===== src/hw/rtl/dwm_pkg.sv =====
`timescale 1ns / 1ps
// ----------------------------------------------------------------------------
// dwm_pkg: shared types and constants for the wildcard name matcher
// Character codes, field sizes, the name snapshot passed from the front end
// to the compare stage, and the ASCII uppercase helper.
// ----------------------------------------------------------------------------
package dwm_pkg;

  // Character codes
  localparam logic [7:0] CharStar  = 8'h2A;
  localparam logic [7:0] CharQmark = 8'h3F;
  localparam logic [7:0] CharDot   = 8'h2E;
  localparam logic [7:0] CharSpace = 8'h20;

  // Name geometry
  localparam int NameLen    = 8;
  localparam int ExtLen     = 3;
  localparam int CharCountW = $clog2(NameLen + 1);
  localparam int HeadIdxW   = $clog2(NameLen);
  localparam int ExtCountW  = $clog2(ExtLen + 1);
  localparam int ExtIdxW    = $clog2(ExtLen);

  // Configuration register indexes
  localparam int CfgIdxW = 2;
  localparam logic [CfgIdxW-1:0] CfgPatternName = 2'd0;
  localparam logic [CfgIdxW-1:0] CfgPatternExt  = 2'd1;

  localparam logic [NameLen-1:0][7:0] PatternNameReset = {NameLen{CharSpace}};
  localparam logic [ExtLen-1:0][7:0]  PatternExtReset  = {ExtLen{CharSpace}};

  // Queue between front end and compare stage
  localparam int QueueDepth = 2;
  localparam int QPtrW      = (QueueDepth > 1) ? $clog2(QueueDepth) : 1;
  localparam int QCountW    = $clog2(QueueDepth + 1);

  // Completed name: space padded, uppercased, char 0 at index 0
  typedef struct packed {
    logic [ExtLen-1:0][7:0]  ext;
    logic [NameLen-1:0][7:0] name;
  } snap_t;

  typedef struct packed {
    logic  valid;
    snap_t snap;
  } push_t;

  // Uppercase ASCII letters only
  function automatic logic [7:0] to_upper(logic [7:0] c);
    logic [7:0] r;
    r = c;
    if (c >= 8'h61 && c <= 8'h7A) begin
      r = c - 8'h20;
    end
    return r;
  endfunction

endpackage


===== src/hw/rtl/dwm_front.sv =====
`timescale 1ns / 1ps
// ----------------------------------------------------------------------------
// dwm_front: character intake and name buffer
// Takes one character per cycle unless the queue is full, tracks name head,
// latest dot and extension, and on the last character pushes a padded, uppercased snapshot.
// ----------------------------------------------------------------------------
module dwm_front (
  input  logic           clk_i,
  input  logic           rst_ni,
  input  logic           in_valid_i,
  output logic           in_stall_o,
  input  logic [7:0]     ch_i,
  input  logic           last_i,
  output dwm_pkg::push_t push_o,
  input  logic           q_full_i
);
  import dwm_pkg::*;

  logic [7:0]            head_q [NameLen];
  logic [7:0]            ext_q  [ExtLen];
  logic [CharCountW-1:0] char_count_q, char_count_d;
  logic [CharCountW-1:0] dot_pos_q, dot_pos_d;
  logic [ExtCountW-1:0]  ext_count_q, ext_count_d;
  logic                  saw_dot_q, saw_dot_d;

  logic [7:0]            head_n [NameLen];
  logic [7:0]            ext_n  [ExtLen];
  logic [CharCountW-1:0] cc_n, dot_pos_n, nlen;
  logic [ExtCountW-1:0]  ec_n;
  logic                  saw_dot_n;
  logic                  accept;

  // Stall only when the queue has no room
  assign in_stall_o = q_full_i;
  assign accept     = in_valid_i && !q_full_i;

  // Fold the incoming character into the buffer
  always_comb begin
    head_n    = head_q;
    ext_n     = ext_q;
    cc_n      = char_count_q;
    dot_pos_n = dot_pos_q;
    ec_n      = ext_count_q;
    saw_dot_n = saw_dot_q;
    if (ch_i == CharDot) begin
      saw_dot_n = 1'b1;
      dot_pos_n = char_count_q;
      ec_n      = '0;
    end else if (saw_dot_q && ext_count_q < ExtCountW'(ExtLen)) begin
      ext_n[ext_count_q[ExtIdxW-1:0]] = ch_i;
      ec_n = ext_count_q + 1'b1;
    end
    if (char_count_q < CharCountW'(NameLen)) begin
      head_n[char_count_q[HeadIdxW-1:0]] = ch_i;
      cc_n = char_count_q + 1'b1;
    end
  end

  // Build the padded snapshot from the updated buffer
  assign nlen = saw_dot_n ? dot_pos_n : cc_n;

  always_comb begin
    push_o.valid = accept && last_i;
    for (int i = 0; i < NameLen; i++) begin
      push_o.snap.name[i] = (CharCountW'(i) < nlen) ? to_upper(head_n[i]) : CharSpace;
    end
    for (int i = 0; i < ExtLen; i++) begin
      push_o.snap.ext[i] = (saw_dot_n && ExtCountW'(i) < ec_n) ? to_upper(ext_n[i])
                                                                 : CharSpace;
    end
  end

  // Advance counters, clear after a completed name
  always_comb begin
    char_count_d = char_count_q;
    dot_pos_d    = dot_pos_q;
    ext_count_d  = ext_count_q;
    saw_dot_d    = saw_dot_q;
    if (accept) begin
      if (last_i) begin
        char_count_d = '0;
        dot_pos_d    = '0;
        ext_count_d  = '0;
        saw_dot_d    = 1'b0;
      end else begin
        char_count_d = cc_n;
        dot_pos_d    = dot_pos_n;
        ext_count_d  = ec_n;
        saw_dot_d    = saw_dot_n;
      end
    end
  end

  always_ff @(posedge clk_i or negedge rst_ni) begin
    if (!rst_ni) begin
      char_count_q <= '0;
      dot_pos_q    <= '0;
      ext_count_q  <= '0;
      saw_dot_q    <= 1'b0;
    end else begin
      char_count_q <= char_count_d;
      dot_pos_q    <= dot_pos_d;
      ext_count_q  <= ext_count_d;
      saw_dot_q    <= saw_dot_d;
    end
  end

  // Character storage needs no reset
  always_ff @(posedge clk_i) begin
    if (accept) begin
      head_q <= head_n;
      ext_q  <= ext_n;
    end
  end

endmodule


===== src/hw/rtl/dwm_queue.sv =====
`timescale 1ns / 1ps
// ----------------------------------------------------------------------------
// dwm_queue: snapshot queue between front end and compare stage
// Small FIFO of completed names so intake and result delivery stall apart.
// ----------------------------------------------------------------------------
module dwm_queue (
  input  logic           clk_i,
  input  logic           rst_ni,
  input  dwm_pkg::push_t push_i,
  output logic           full_o,
  input  logic           pop_i,
  output dwm_pkg::snap_t head_o,
  output logic           empty_o
);
  import dwm_pkg::*;

  snap_t              mem_q [QueueDepth];
  logic [QPtrW-1:0]   wptr_q, wptr_d;
  logic [QPtrW-1:0]   rptr_q, rptr_d;
  logic [QCountW-1:0] count_q, count_d;
  logic               do_push, do_pop;

  assign full_o  = (count_q == QCountW'(QueueDepth));
  assign empty_o = (count_q == '0);
  assign head_o  = mem_q[rptr_q];
  assign do_push = push_i.valid && !full_o;
  assign do_pop  = pop_i && !empty_o;

  // Advance pointers and occupancy
  always_comb begin
    wptr_d  = wptr_q;
    rptr_d  = rptr_q;
    count_d = count_q;
    if (do_push) begin
      wptr_d = (wptr_q == QPtrW'(QueueDepth - 1)) ? '0 : wptr_q + 1'b1;
    end
    if (do_pop) begin
      rptr_d = (rptr_q == QPtrW'(QueueDepth - 1)) ? '0 : rptr_q + 1'b1;
    end
    if (do_push && !do_pop) begin
      count_d = count_q + 1'b1;
    end else if (do_pop && !do_push) begin
      count_d = count_q - 1'b1;
    end
  end

  always_ff @(posedge clk_i or negedge rst_ni) begin
    if (!rst_ni) begin
      wptr_q  <= '0;
      rptr_q  <= '0;
      count_q <= '0;
    end else begin
      wptr_q  <= wptr_d;
      rptr_q  <= rptr_d;
      count_q <= count_d;
    end
  end

  always_ff @(posedge clk_i) begin
    if (do_push) begin
      mem_q[wptr_q] <= push_i.snap;
    end
  end

  // Occupancy stays in range, and neither side overruns the queue
  a_count_bound: assert property (@(posedge clk_i) disable iff (!rst_ni)
    count_q <= QCountW'(QueueDepth))
    else $error("queue count out of range");

  a_no_push_full: assert property (@(posedge clk_i) disable iff (!rst_ni)
    push_i.valid |-> !full_o)
    else $error("push into full queue");

  a_no_pop_empty: assert property (@(posedge clk_i) disable iff (!rst_ni)
    pop_i |-> !empty_o)
    else $error("pop from empty queue");

endmodule


===== src/hw/rtl/dwm_back.sv =====
`timescale 1ns / 1ps
// ----------------------------------------------------------------------------
// dwm_back: pattern registers and wildcard compare
// Holds the pattern, compares the queue head against it and registers the
// match bit for the output channel.
// ----------------------------------------------------------------------------
module dwm_back (
  input  logic                        clk_i,
  input  logic                        rst_ni,
  input  logic                        cfg_valid_i,
  input  logic [dwm_pkg::CfgIdxW-1:0] cfg_index_i,
  input  logic [63:0]                 cfg_data_i,
  input  dwm_pkg::snap_t              head_i,
  input  logic                        empty_i,
  output logic                        pop_o,
  output logic                        out_valid_o,
  input  logic                        out_stall_i,
  output logic                        match_o
);
  import dwm_pkg::*;

  logic [NameLen-1:0][7:0] pname_q;
  logic [ExtLen-1:0][7:0]  pext_q;
  logic                    out_valid_q, out_valid_d;
  logic                    match_q;
  logic                    name_ok, ext_ok;
  logic                    star_n, star_e;
  logic [7:0]              w;

  // Write pattern registers
  always_ff @(posedge clk_i or negedge rst_ni) begin
    if (!rst_ni) begin
      pname_q <= PatternNameReset;
      pext_q  <= PatternExtReset;
    end else if (cfg_valid_i) begin
      case (cfg_index_i)
        CfgPatternName: pname_q <= cfg_data_i;
        CfgPatternExt:  pext_q  <= cfg_data_i[8*ExtLen-1:0];
        default: ;
      endcase
    end
  end

  // Compare each part up to its first star
  always_comb begin
    name_ok = 1'b1;
    ext_ok  = 1'b1;
    star_n  = 1'b0;
    star_e  = 1'b0;
    w       = '0;
    for (int i = 0; i < NameLen; i++) begin
      w = to_upper(pname_q[i]);
      if (w == CharStar) star_n = 1'b1;
      if (!star_n && w != CharQmark && w != head_i.name[i]) name_ok = 1'b0;
    end
    for (int i = 0; i < ExtLen; i++) begin
      w = to_upper(pext_q[i]);
      if (w == CharStar) star_e = 1'b1;
      if (!star_e && w != CharQmark && w != head_i.ext[i]) ext_ok = 1'b0;
    end
  end

  // Pop when the output register is free or being taken
  assign pop_o = !empty_i && (!out_valid_q || !out_stall_i);

  always_comb begin
    out_valid_d = out_valid_q;
    if (pop_o) begin
      out_valid_d = 1'b1;
    end else if (!out_stall_i) begin
      out_valid_d = 1'b0;
    end
  end

  always_ff @(posedge clk_i or negedge rst_ni) begin
    if (!rst_ni) begin
      out_valid_q <= 1'b0;
    end else begin
      out_valid_q <= out_valid_d;
    end
  end

  always_ff @(posedge clk_i) begin
    if (pop_o) begin
      match_q <= name_ok && ext_ok;
    end
  end

  assign out_valid_o = out_valid_q;
  assign match_o     = match_q;

endmodule


===== src/hw/rtl/dos_wildcard_name_match.sv =====
`timescale 1ns / 1ps
// ----------------------------------------------------------------------------
// dos_wildcard_name_match: streaming DOS 8.3 wildcard file name matcher
// Usage:
//   Input channel (in_valid_i / in_stall_o): one name character per item in
//   ch_i, with last_i set on the final character. One item per cycle is
//   taken; in_stall_o rises only while the two-entry name queue is full.
//   Output channel (out_valid_o / out_stall_i): one match_o item per name,
//   passed through the name queue and then held in the registered output.
//   Names without their last character yet produce nothing.
//   Config channel (cfg_valid_i / cfg_ready_o, always ready): index 0 writes
//   the eight pattern name characters, index 1 the three extension
//   characters (low 24 bits), char 0 in the low byte, space padded. Other
//   indexes are ignored. Write only while no name is in flight.
//   Throughput is one character per cycle while in_stall_o is low, set by the
//   combinational buffer fold in the front end and combinational compare in the back end.
//   While the receiver stalls, the result holds in its output register, the
//   queue absorbs two more names, then the input stalls.
//   Reset empties the queue, clears the name buffer counters and sets both pattern
//   registers to all spaces.
// ----------------------------------------------------------------------------
module dos_wildcard_name_match (
  input  logic                        clk_i,
  input  logic                        rst_ni,
  input  logic                        in_valid_i,
  output logic                        in_stall_o,
  input  logic [7:0]                  ch_i,
  input  logic                        last_i,
  output logic                        out_valid_o,
  input  logic                        out_stall_i,
  output logic                        match_o,
  input  logic                        cfg_valid_i,
  output logic                        cfg_ready_o,
  input  logic [dwm_pkg::CfgIdxW-1:0] cfg_index_i,
  input  logic [63:0]                 cfg_data_i
);
  import dwm_pkg::*;

  push_t push;
  snap_t head;
  logic  q_full, q_empty, pop;

  assign cfg_ready_o = 1'b1;

  dwm_front u_front (
    .clk_i      (clk_i),
    .rst_ni     (rst_ni),
    .in_valid_i (in_valid_i),
    .in_stall_o (in_stall_o),
    .ch_i       (ch_i),
    .last_i     (last_i),
    .push_o     (push),
    .q_full_i   (q_full)
  );

  dwm_queue u_queue (
    .clk_i   (clk_i),
    .rst_ni  (rst_ni),
    .push_i  (push),
    .full_o  (q_full),
    .pop_i   (pop),
    .head_o  (head),
    .empty_o (q_empty)
  );

  dwm_back u_back (
    .clk_i       (clk_i),
    .rst_ni      (rst_ni),
    .cfg_valid_i (cfg_valid_i),
    .cfg_index_i (cfg_index_i),
    .cfg_data_i  (cfg_data_i),
    .head_i      (head),
    .empty_i     (q_empty),
    .pop_o       (pop),
    .out_valid_o (out_valid_o),
    .out_stall_i (out_stall_i),
    .match_o     (match_o)
  );

endmodule

===== config.mk =====
export PLATFORM = sky130hd
export DESIGN_NAME = dos_wildcard_name_match
export DESIGN_NICKNAME = d
export VERILOG_FILES = /design/src/hw/rtl/dwm_pkg.sv /design/src/hw/rtl/dwm_front.sv /design/src/hw/rtl/dwm_queue.sv /design/src/hw/rtl/dwm_back.sv /design/src/hw/rtl/dos_wildcard_name_match.sv
export SDC_FILE = /design/constraint.sdc
export NUM_CORES = 1
export LEC_CHECK = 0
export CORE_MARGIN = 2
export CORE_UTILIZATION = 37
export CTS_CLUSTER_DIAMETER = 200
export DETAILED_ROUTE_END_ITERATION = 10
export DONT_BUFFER_PORTS = 1
export PLACE_DENSITY = 0.58
export SYNTH_ARGS = -nofsm -noshare
export SYNTH_HDL_FRONTEND = slang
export SYNTH_HIERARCHICAL = 1
export SYNTH_SLANG_ARGS = --single-unit
export TNS_END_PERCENT = 10

===== constraint.sdc =====
create_clock -name clk_i -period 8.1 [get_ports clk_i]
set_input_delay 1.215 -clock clk_i [delete_from_list [all_inputs] [get_ports clk_i]]
set_output_delay 1.215 -clock clk_i [all_outputs]
set_load 0.1 [all_outputs]

==> Implementation_results.wiki, run 1 <==
{| class="wikitable"
! Metric !! Value
|-
| First-iteration detailed-routing DRC count || 916
|-
| Worst path required time || 8290 ps
|-
| Slew Limit Headroom || 0.252
|-
| Sink Count || 369
|-
| Ports placed on the boundary || 84
|-
| Setup violations, final || 0
|-
| Postcts setup bufs || 0
|-
| Overall Power || 6.64 mW
|-
| Final antenna diode count || 0
|-
| Worst path cell trace || nand2b_1 -> inv_1 -> nand2b_1 -> clkinv_2 -> and2_1 -> nand2_1 -> nor2_4 -> buf_4 -> buf_4
|-
| Synthesized netlist net count || 1569
|-
| Number of buffers created by CTS || 41
|-
| X dimension of the die || 230 um
|-
| Clock latency at the later pin of the worst-skew pair || 560 ps
|-
| Total congestion overflow after global routing || 0
|-
| Count of unresolved DRC violations after routing || 0
|-
| Number of warning messages in the yosys log || 6
|-
| Initial antenna violation count || 0
|-
| Largest fanout on the critical path || 45
|-
| Mean instance size in the synthesized netlist || 12.9 um2
|-
| Setup TNS Final || 0 ps
|-
| Number of rows created at floorplan || 82
|-
| Number of cells in the design after placement || 2085
|-
| GRT Overall Usage || 0.172
|-
| Min-Delay Path Class || input port to async pin
|-
| Clock root buffer || sky130_fd_sc_hd__clkbuf_16
|-
| Fin cells || 2160
|-
| Overall via count from detail_route || 11500
|-
| Global-route wire length before repair || 69.8 mm
|-
| Vias per inst || 5.34
|-
| Routed wire length || 45.2 mm
|-
| Largest net degree at the start of global routing || 105
|-
| Max incr delay on CP || 640 ps
|-
| Hold slack final || 351 ps
|-
| CTS tree || done
|-
| Area growth from synthesis to layout || 10.2%
|-
| Maximum root-to-sink buffer count || 3
|-
| Leakage Power || 7.44 nW
|-
| Reg clk slew, reported paths || 60 ps
|-
| H-Tree Depth || 2
|-
| Post-synthesis async set-or-reset flop share || 0.282
|-
| Number of global-route vias before repair || 11400
|-
| Startpoint type of the worst setup path || flop
|-
| Utilization after layout || 0.414
|-
| Highest achievable clock rate || 239 MHz
|-
| Mapped Area || 0.0188 mm2
|-
| Crit path DAT || 4370 ps
|-
| Outcome || completed
|-
| Final Hold Fails || 0
|-
| Cell Pwr Density || 320 mW/mm2
|-
| Final period util || 0.516
|-
| Placer congestion estimate || 0.792
|-
| Cells after synthesis || 1461
|-
| Number of distinct standard cells referenced by the synthesized netlist || 99
|-
| Path type of the worst setup path || flop to flop
|-
| Core footprint || 0.0502 mm2
|-
| DP HPWL || 31.2 mm
|-
| Share of synthesized area occupied by flip-flops and latches || 0.562
|-
| Slowest library cell on the worst path || sky130_fd_sc_hd__buf_4
|-
| Number of routed nets with antenna violations || 0
|-
| First drt pass iteration count || 5
|-
| Slew Viols, Final || 0
|-
| Die H || 230 um
|-
| Ratio of cells with drive above 1 in the final layout || 0.226
|-
| Endpoint kind of the worst setup timing path || flop
|-
| Unrepaired setup endpoints after global routing || false
|-
| Input/output buffers || 0
|-
| Die Outline Area || 0.0527 mm2
|-
| Maximum vdd ir drop || 0.144 mV
|-
| Per-cell routed wire length || 20.9 um
|-
| Most used flip-flop cell after synthesis || sky130_fd_sc_hd__edfxtp_1
|-
| Starting density of the core || 0.375
|-
| Synthesis-stage register bit count || 369
|-
| Post-layout minimum cycle time || 4180 ps
|-
| Transition at the pin with the smallest max-transition slack || 1120 ps
|-
| Nets@finish || 1564
|-
| Worst setup skew after layout || 19.2 ps
|-
| Hold buffer count at cts || 0
|-
| EDFF count, synth || 265
|-
| Number of gates given a new drive strength after cts || 0
|-
| Maxcap violations || 0
|}
flip-flops by register name, indices dropped and copies added, names as in the netlist:
register and cells:
u_queue/wptr_q 1, u_front/ext_q 24, u_back/match_o 1, u_queue/count_q 2
u_front/saw_dot_q 1, u_back/pname_q 64, u_front/dot_pos_q 4, u_queue/rptr_q 1
u_queue/mem_q 176, u_back/pext_q 24, u_front/ext_count_q 2, u_front/head_q 64
u_front/char_count_q 4, u_back/out_valid_o 1
metal layers:
layer | share of wire | track usage
met2 | 0.46 | 0.268
met5 | 0 | 0
met4 | 0.025 | 0.0595
met3 | 0.055 | 0.0344
met1 | 0.46 | 0.239
logic make-up (layout without fill, tap and decap cells):
| kind of cell | count (synthesis) | count (layout) | share of synthesized area |
|---|---|---|---|
| AO/OA/AOI/OAI | 252 | 252 | 0.101 |
| XOR/XNOR | 87 | 87 | 0.0405 |
| adder cells (fa/ha/maj) | 28 | 28 | 0.0186 |
| buffers and inverters | 151 | 178 | 0.0360 |
| flip-flops | 369 | 369 | 0.562 |
| multiplexers | 243 | 243 | 0.145 |
| other | 1 | 1 | 0.000199 |
| AND/OR/NAND/NOR | 330 | 330 | 0.0968 |
per-stage QoR:
step	worst slack, ps	area [um2]
2_1_floorplan	175	18800
3_3_place_gp	3880	19400
3_5_place_dp	3810	19400
4_1_cts	3810	20700
5_1_grt	3560	20700
6_report	3920	20700
worst max-delay path, delay by kind of cell (launching register included):
family                 cells  cell delay [ps]
buffers and inverters      4             2140
AND/OR/NAND/NOR            5             1200
flip-flops                 1              420
path summary, 6_finish.rpt:
| path | startpoint | endpoint | slack, ps | depth (start not counted) |
|---|---|---|---|---|
| setup / recovery | u_queue/count_q[0]$_DFFE_PN0P_ | u_queue/mem_q[0][6]$_DFFE_PP_ | 3920 | 9 |
| hold / removal | rst_ni | u_back/pname_q[25]$_DFFE_PN0P_ | 350 | 0 |
| setup reg to reg | u_queue/count_q[0]$_DFFE_PN0P_ | u_queue/mem_q[0][6]$_DFFE_PP_ | 3920 | 9 |
| hold reg to reg | u_front/dot_pos_q[2]$_DFFE_PN0P_ | u_front/dot_pos_q[2]$_DFFE_PN0P_ | 520 | 2 |
| max in group asynchronous | rst_ni | u_back/pext_q[5]$_DFFE_PN1P_ | 7510 | 0 |
| min in group clk_i | u_front/dot_pos_q[2]$_DFFE_PN0P_ | u_front/dot_pos_q[2]$_DFFE_PN0P_ | 520 | 2 |
area by class of cell:
class | instances | area, um2
Clock buffer | 52 | 1110
Clock inverter | 23 | 195
Fill cell | 4614 | 29400
Inverter | 91 | 343
Multi-Input combinational cell | 941 | 7590
Sequential cell | 369 | 10600
Tap cell | 672 | 841
Timing Repair Buffer | 12 | 90.1
power by group:
| part | total [mW] | switching [mW] | internal (mW) | leakage [nW] |
|---|---|---|---|---|
| registers | 2.95 | 0.374 | 2.58 | 3.69 |
| clock network | 1.82 | 0.758 | 1.06 | 0.636 |
| logic | 1.87 | 1.05 | 0.819 | 3.11 |
synthesized netlist by cell type, types with 8 or more instances:
cell type                  instances  area share
sky130_fd_sc_hd__nand2_1          71       0.014
sky130_fd_sc_hd__dfrtp_1          93        0.12
sky130_fd_sc_hd__clkbuf_1         21      0.0042
sky130_fd_sc_hd__a31oi_1          17      0.0057
sky130_fd_sc_hd__a21o_1           11      0.0044
sky130_fd_sc_hd__mux2i_1          46       0.024
sky130_fd_sc_hd__mux2_2          185        0.11
sky130_fd_sc_hd__buf_2            21      0.0056
sky130_fd_sc_hd__xnor2_1          41       0.019
sky130_fd_sc_hd__a211oi_2          9      0.0060
sky130_fd_sc_hd__ha_1             28       0.019
sky130_fd_sc_hd__a21boi_0          9      0.0036
sky130_fd_sc_hd__dfstp_2          11       0.015
sky130_fd_sc_hd__a211oi_1         15      0.0060
sky130_fd_sc_hd__nor4_1            9      0.0030
sky130_fd_sc_hd__buf_4             8      0.0032
sky130_fd_sc_hd__xor2_1           46       0.021
sky130_fd_sc_hd__edfxtp_1        265        0.42
sky130_fd_sc_hd__o22ai_1          13      0.0043
sky130_fd_sc_hd__nor2b_1          21      0.0070
sky130_fd_sc_hd__nand4_1          15      0.0050
sky130_fd_sc_hd__o21ai_0          47       0.012
sky130_fd_sc_hd__nor2_1           75       0.015
sky130_fd_sc_hd__mux2_4           11      0.0088
sky130_fd_sc_hd__inv_1            90       0.018
sky130_fd_sc_hd__a21oi_1          36      0.0096
sky130_fd_sc_hd__nand3_1          27      0.0072
sky130_fd_sc_hd__nor3_1           32      0.0085
sky130_fd_sc_hd__or4_1            11      0.0044
cells in the final DEF (no fill, tap or decap), types with 15 or more instances in the layout:
cell,instances
sky130_fd_sc_hd__nor2b_1,21
sky130_fd_sc_hd__edfxtp_1,265
sky130_fd_sc_hd__nand2_1,71
sky130_fd_sc_hd__nand3_1,27
sky130_fd_sc_hd__nand4_1,15
sky130_fd_sc_hd__clkbuf_16,41
sky130_fd_sc_hd__nor3_1,32
sky130_fd_sc_hd__dfrtp_1,92
sky130_fd_sc_hd__nor2_1,74
sky130_fd_sc_hd__inv_1,89
sky130_fd_sc_hd__mux2i_1,46
sky130_fd_sc_hd__a211oi_1,15
sky130_fd_sc_hd__ha_1,28
sky130_fd_sc_hd__o21ai_0,47
sky130_fd_sc_hd__a21oi_1,36
sky130_fd_sc_hd__xor2_1,46
sky130_fd_sc_hd__xnor2_1,41
sky130_fd_sc_hd__a31oi_1,17
sky130_fd_sc_hd__mux2_2,185
Power figures use the tool's default switching activity.
==> inputs of run 2 (changes only) <==
==> constraint.sdc (replaced) <==
create_clock -name clk_i -period 4.2 [get_ports clk_i]
set_input_delay 0.63 -clock clk_i [delete_from_list [all_inputs] [get_ports clk_i]]
set_output_delay 0.63 -clock clk_i [all_outputs]
set_load 0.1 [all_outputs]
==> run 2 against run 1 <==
  * Flip-flop and latch count did not move
  * Clock skew increased by 4.1 ps
  * Utilization up 0.50 points
  * Cell area is 1.2% higher
  * Worst hold slack got worse by 340 ps
  * Non-clock buffer count grew 13
  * First-iteration DRC count up 0.98%
  * Highest routed layer unchanged
==> Implementation_results.wiki, run 2 (synthesis results as in run 1) <==
{| class="wikitable"
! Metric !! Value
|-
| Startpoint type of the worst setup path || flop
|-
| Area growth from synthesis to layout || 11.6%
|-
| Final period util || 0.778 (+0.263)
|-
| Fill cell instance count of the final layout || 4610 (-0.087%)
|-
| Storage cell area || 0.0106 mm2 (unchanged)
|-
| Largest net degree at the start of global routing || 105 (unchanged)
|-
| Transition at the pin with the smallest max-transition slack || 1150 ps (+29.0 ps)
|-
| Worst path required time || 4560 ps (-3730 ps)
|-
| Cell Pwr Density || 622 mW/mm2 (+94%)
|-
| Largest fanout on the critical path || 42 (-6.7%)
|-
| CTS tree || done
|-
| Reg clk slew, reported paths || 60 ps (about the same)
|-
| Leakage Power || 7.56 nW (+1.6%)
|-
| First drt pass iteration count || 5 (unchanged)
|-
| Number of cells in the design after placement || 2097 (+0.58%)
|-
| Total congestion overflow after global routing || 0 (unchanged)
|-
| Initial antenna violation count || 1 (+1)
|-
| Highest achievable clock rate || 306 MHz (+28%)
|-
| Placer congestion estimate || 0.824 (+4.1%)
|-
| Sink Count || 369 (unchanged)
|-
| Number of buffers created by CTS || 41 (unchanged)
|-
| Min-Delay Path Class || input port to async pin
|-
| Ports placed on the boundary || 84 (unchanged)
|-
| Final Hold Fails || 0 (unchanged)
|-
| Utilization after layout || 0.419 (+0.00504)
|-
| H-Tree Depth || 2 (unchanged)
|-
| Core footprint || 0.0502 mm2 (unchanged)
|-
| Endpoint kind of the worst setup timing path || flop
|-
| Per-cell routed wire length || 21.0 um (+0.27%)
|-
| Count of unresolved DRC violations after routing || 0 (unchanged)
|-
| Vias per inst || 5.33 (-0.12%)
|-
| X dimension of the die || 230 um (unchanged)
|-
| Ratio of cells with drive above 1 in the final layout || 0.235 (+0.00937)
|-
| Die Outline Area || 0.0527 mm2 (unchanged)
|-
| GRT Overall Usage || 0.175 (+0.00277)
|-
| Global-route wire length before repair || 70.7 mm (+1.4%)
|-
| Number of global-route vias before repair || 11500 (+0.43%)
|-
| Outcome || completed
|-
| Biggest register || u_queue/mem_q
|-
| Post-route worst setup slack || 932 ps (-2990 ps)
|-
| Area of the multi-input gates || 0.00759 mm2 (unchanged)
|-
| Number of rows created at floorplan || 82 (unchanged)
|-
| Nets@finish || 1577 (+0.83%)
|-
| Largest registers || u_queue/mem_q: 176 flops, u_back/pname_q: 64 flops, u_front/head_q: 64 flops
|-
| Input/output buffers || 0 (unchanged)
|-
| Flip-flop count of the largest register, all copies and words added || 176 (unchanged)
|-
| First-iteration detailed-routing DRC count || 925 (+0.98%)
|-
| Clock root buffer || sky130_fd_sc_hd__clkbuf_16
|-
| Maximum root-to-sink buffer count || 3 (unchanged)
|-
| Post-Place Worst Slack || 903 ps (-2910 ps)
|-
| Most common cell after layout, fill and taps aside || sky130_fd_sc_hd__edfxtp_1
|-
| Path type of the worst setup path || flop to flop
|-
| Setup TNS Final || 0 ps (unchanged)
|-
| Starting density of the core || 0.375 (unchanged)
|-
| Fin cells || 2175 (+0.69%)
|-
| Slew Viols, Final || 0 (unchanged)
|-
| Slew Limit Headroom || 0.235 (-0.0177)
|-
| Maximum vdd ir drop || 0.340 mV (+140%)
|-
| Clock latency at the later pin of the worst-skew pair || 560 ps (about the same)
|-
| Routed wire length || 45.6 mm (+0.97%)
|-
| Unrepaired setup endpoints after global routing || false
|-
| Crit path DAT || 3620 ps (-750 ps)
|-
| Setup violations, final || 0 (unchanged)
|-
| Highest-count cells in the layout ignoring fill and taps || 265 x sky130_fd_sc_hd__edfxtp_1, 185 x sky130_fd_sc_hd__mux2_2, 92 x sky130_fd_sc_hd__dfrtp_1
|-
| Die H || 230 um (unchanged)
|-
| Number of routed nets with antenna violations || 0 (unchanged)
|-
| Post-layout minimum cycle time || 3270 ps (-908 ps)
|-
| DP HPWL || 32.4 mm (+3.6%)
|-
| Overall via count from detail_route || 11600 (+0.57%)
|-
| Worst setup skew after layout || 23.3 ps (+4.05 ps)
|-
| Maxcap violations || 0 (unchanged)
|}
## run 2: what timing repair did
item                      4_1_cts  5_1_grt
gates resized for setup         0        0
hold endpoints to repair      104        0
hold buffers                    1        0
setup buffers                   0        0
## run 2: worst max-delay path, cell delays in order, from the launching register on
cell and delay, ps:
sky130_fd_sc_hd__dfrtp_4 820, sky130_fd_sc_hd__mux2_2 420, sky130_fd_sc_hd__xor2_1 140, sky130_fd_sc_hd__a2111oi_0 450, sky130_fd_sc_hd__o2111ai_1 190, sky130_fd_sc_hd__a31oi_1 170
sky130_fd_sc_hd__o2111ai_1 270, sky130_fd_sc_hd__a2bb2oi_1 220, sky130_fd_sc_hd__nand3_1 100, sky130_fd_sc_hd__a2111oi_2 260
## run 2: path summary, 6_finish.rpt
path | startpoint | end | slack [ps] | depth (start not counted)
worst min-delay path | rst_ni | u_back/pname_q[51]$_DFFE_PN0P_ | 10 | 1
max in group asynchronous | rst_ni | u_back/pext_q[20]$_DFFE_PN0P_ | 3740 | 1
worst max-delay path | u_queue/rptr_q$_DFFE_PN0P_ | u_back/match_o$_DFFE_PP_ | 930 | 9
worst max register to register | u_queue/rptr_q$_DFFE_PN0P_ | u_back/match_o$_DFFE_PP_ | 930 | 9
worst min register to register | u_queue/count_q[1]$_DFFE_PN0P_ | u_queue/count_q[1]$_DFFE_PN0P_ | 520 | 1
min in group clk_i | out_stall_i | u_back/out_valid_o$_DFFE_PN0P_ | 180 | 2
## run 2: power by group
group          total, mW  internal, mW  switching (mW)
Clock               3.62          2.17            1.45
Combinational       3.79          1.65            2.13
Sequential          5.65          4.97           0.686
## run 2: per-stage QoR
stage | total power, mW | hold slack, ps | cell area, um2
global placement | 9.41 | 337 | 19600
global route | 13.8 | 44.3 | 21000
detailed placement | 9.48 | 338 | 19600
floorplan | 8.47 | 334 | 18800
CTS | 13.2 | 9.62 | 21000
finish | 13.1 | 11.0 | 21000
## run 2: per-layer routing
layer | GRT usage | vias up | part of all wire
met3 | 0.0381 | 65 | 0.055
met2 | 0.264 | 227 | 0.45
met1 | 0.249 | 5821 | 0.47
met4 | 0.0574 | 0 | 0.024
li1 | - | 5490 | -
met5 | 0 | - | 0
## run 2: area by class of cell
class,instances,area share
Multi-Input combinational cell,941,0.362
Sequential cell,369,0.504
Tap cell,672,0.0400
Inverter,91,0.0164
Antenna cell,2,0.000238
Clock buffer,56,0.0565
Clock inverter,19,0.00858
Timing Repair Buffer,25,0.0129
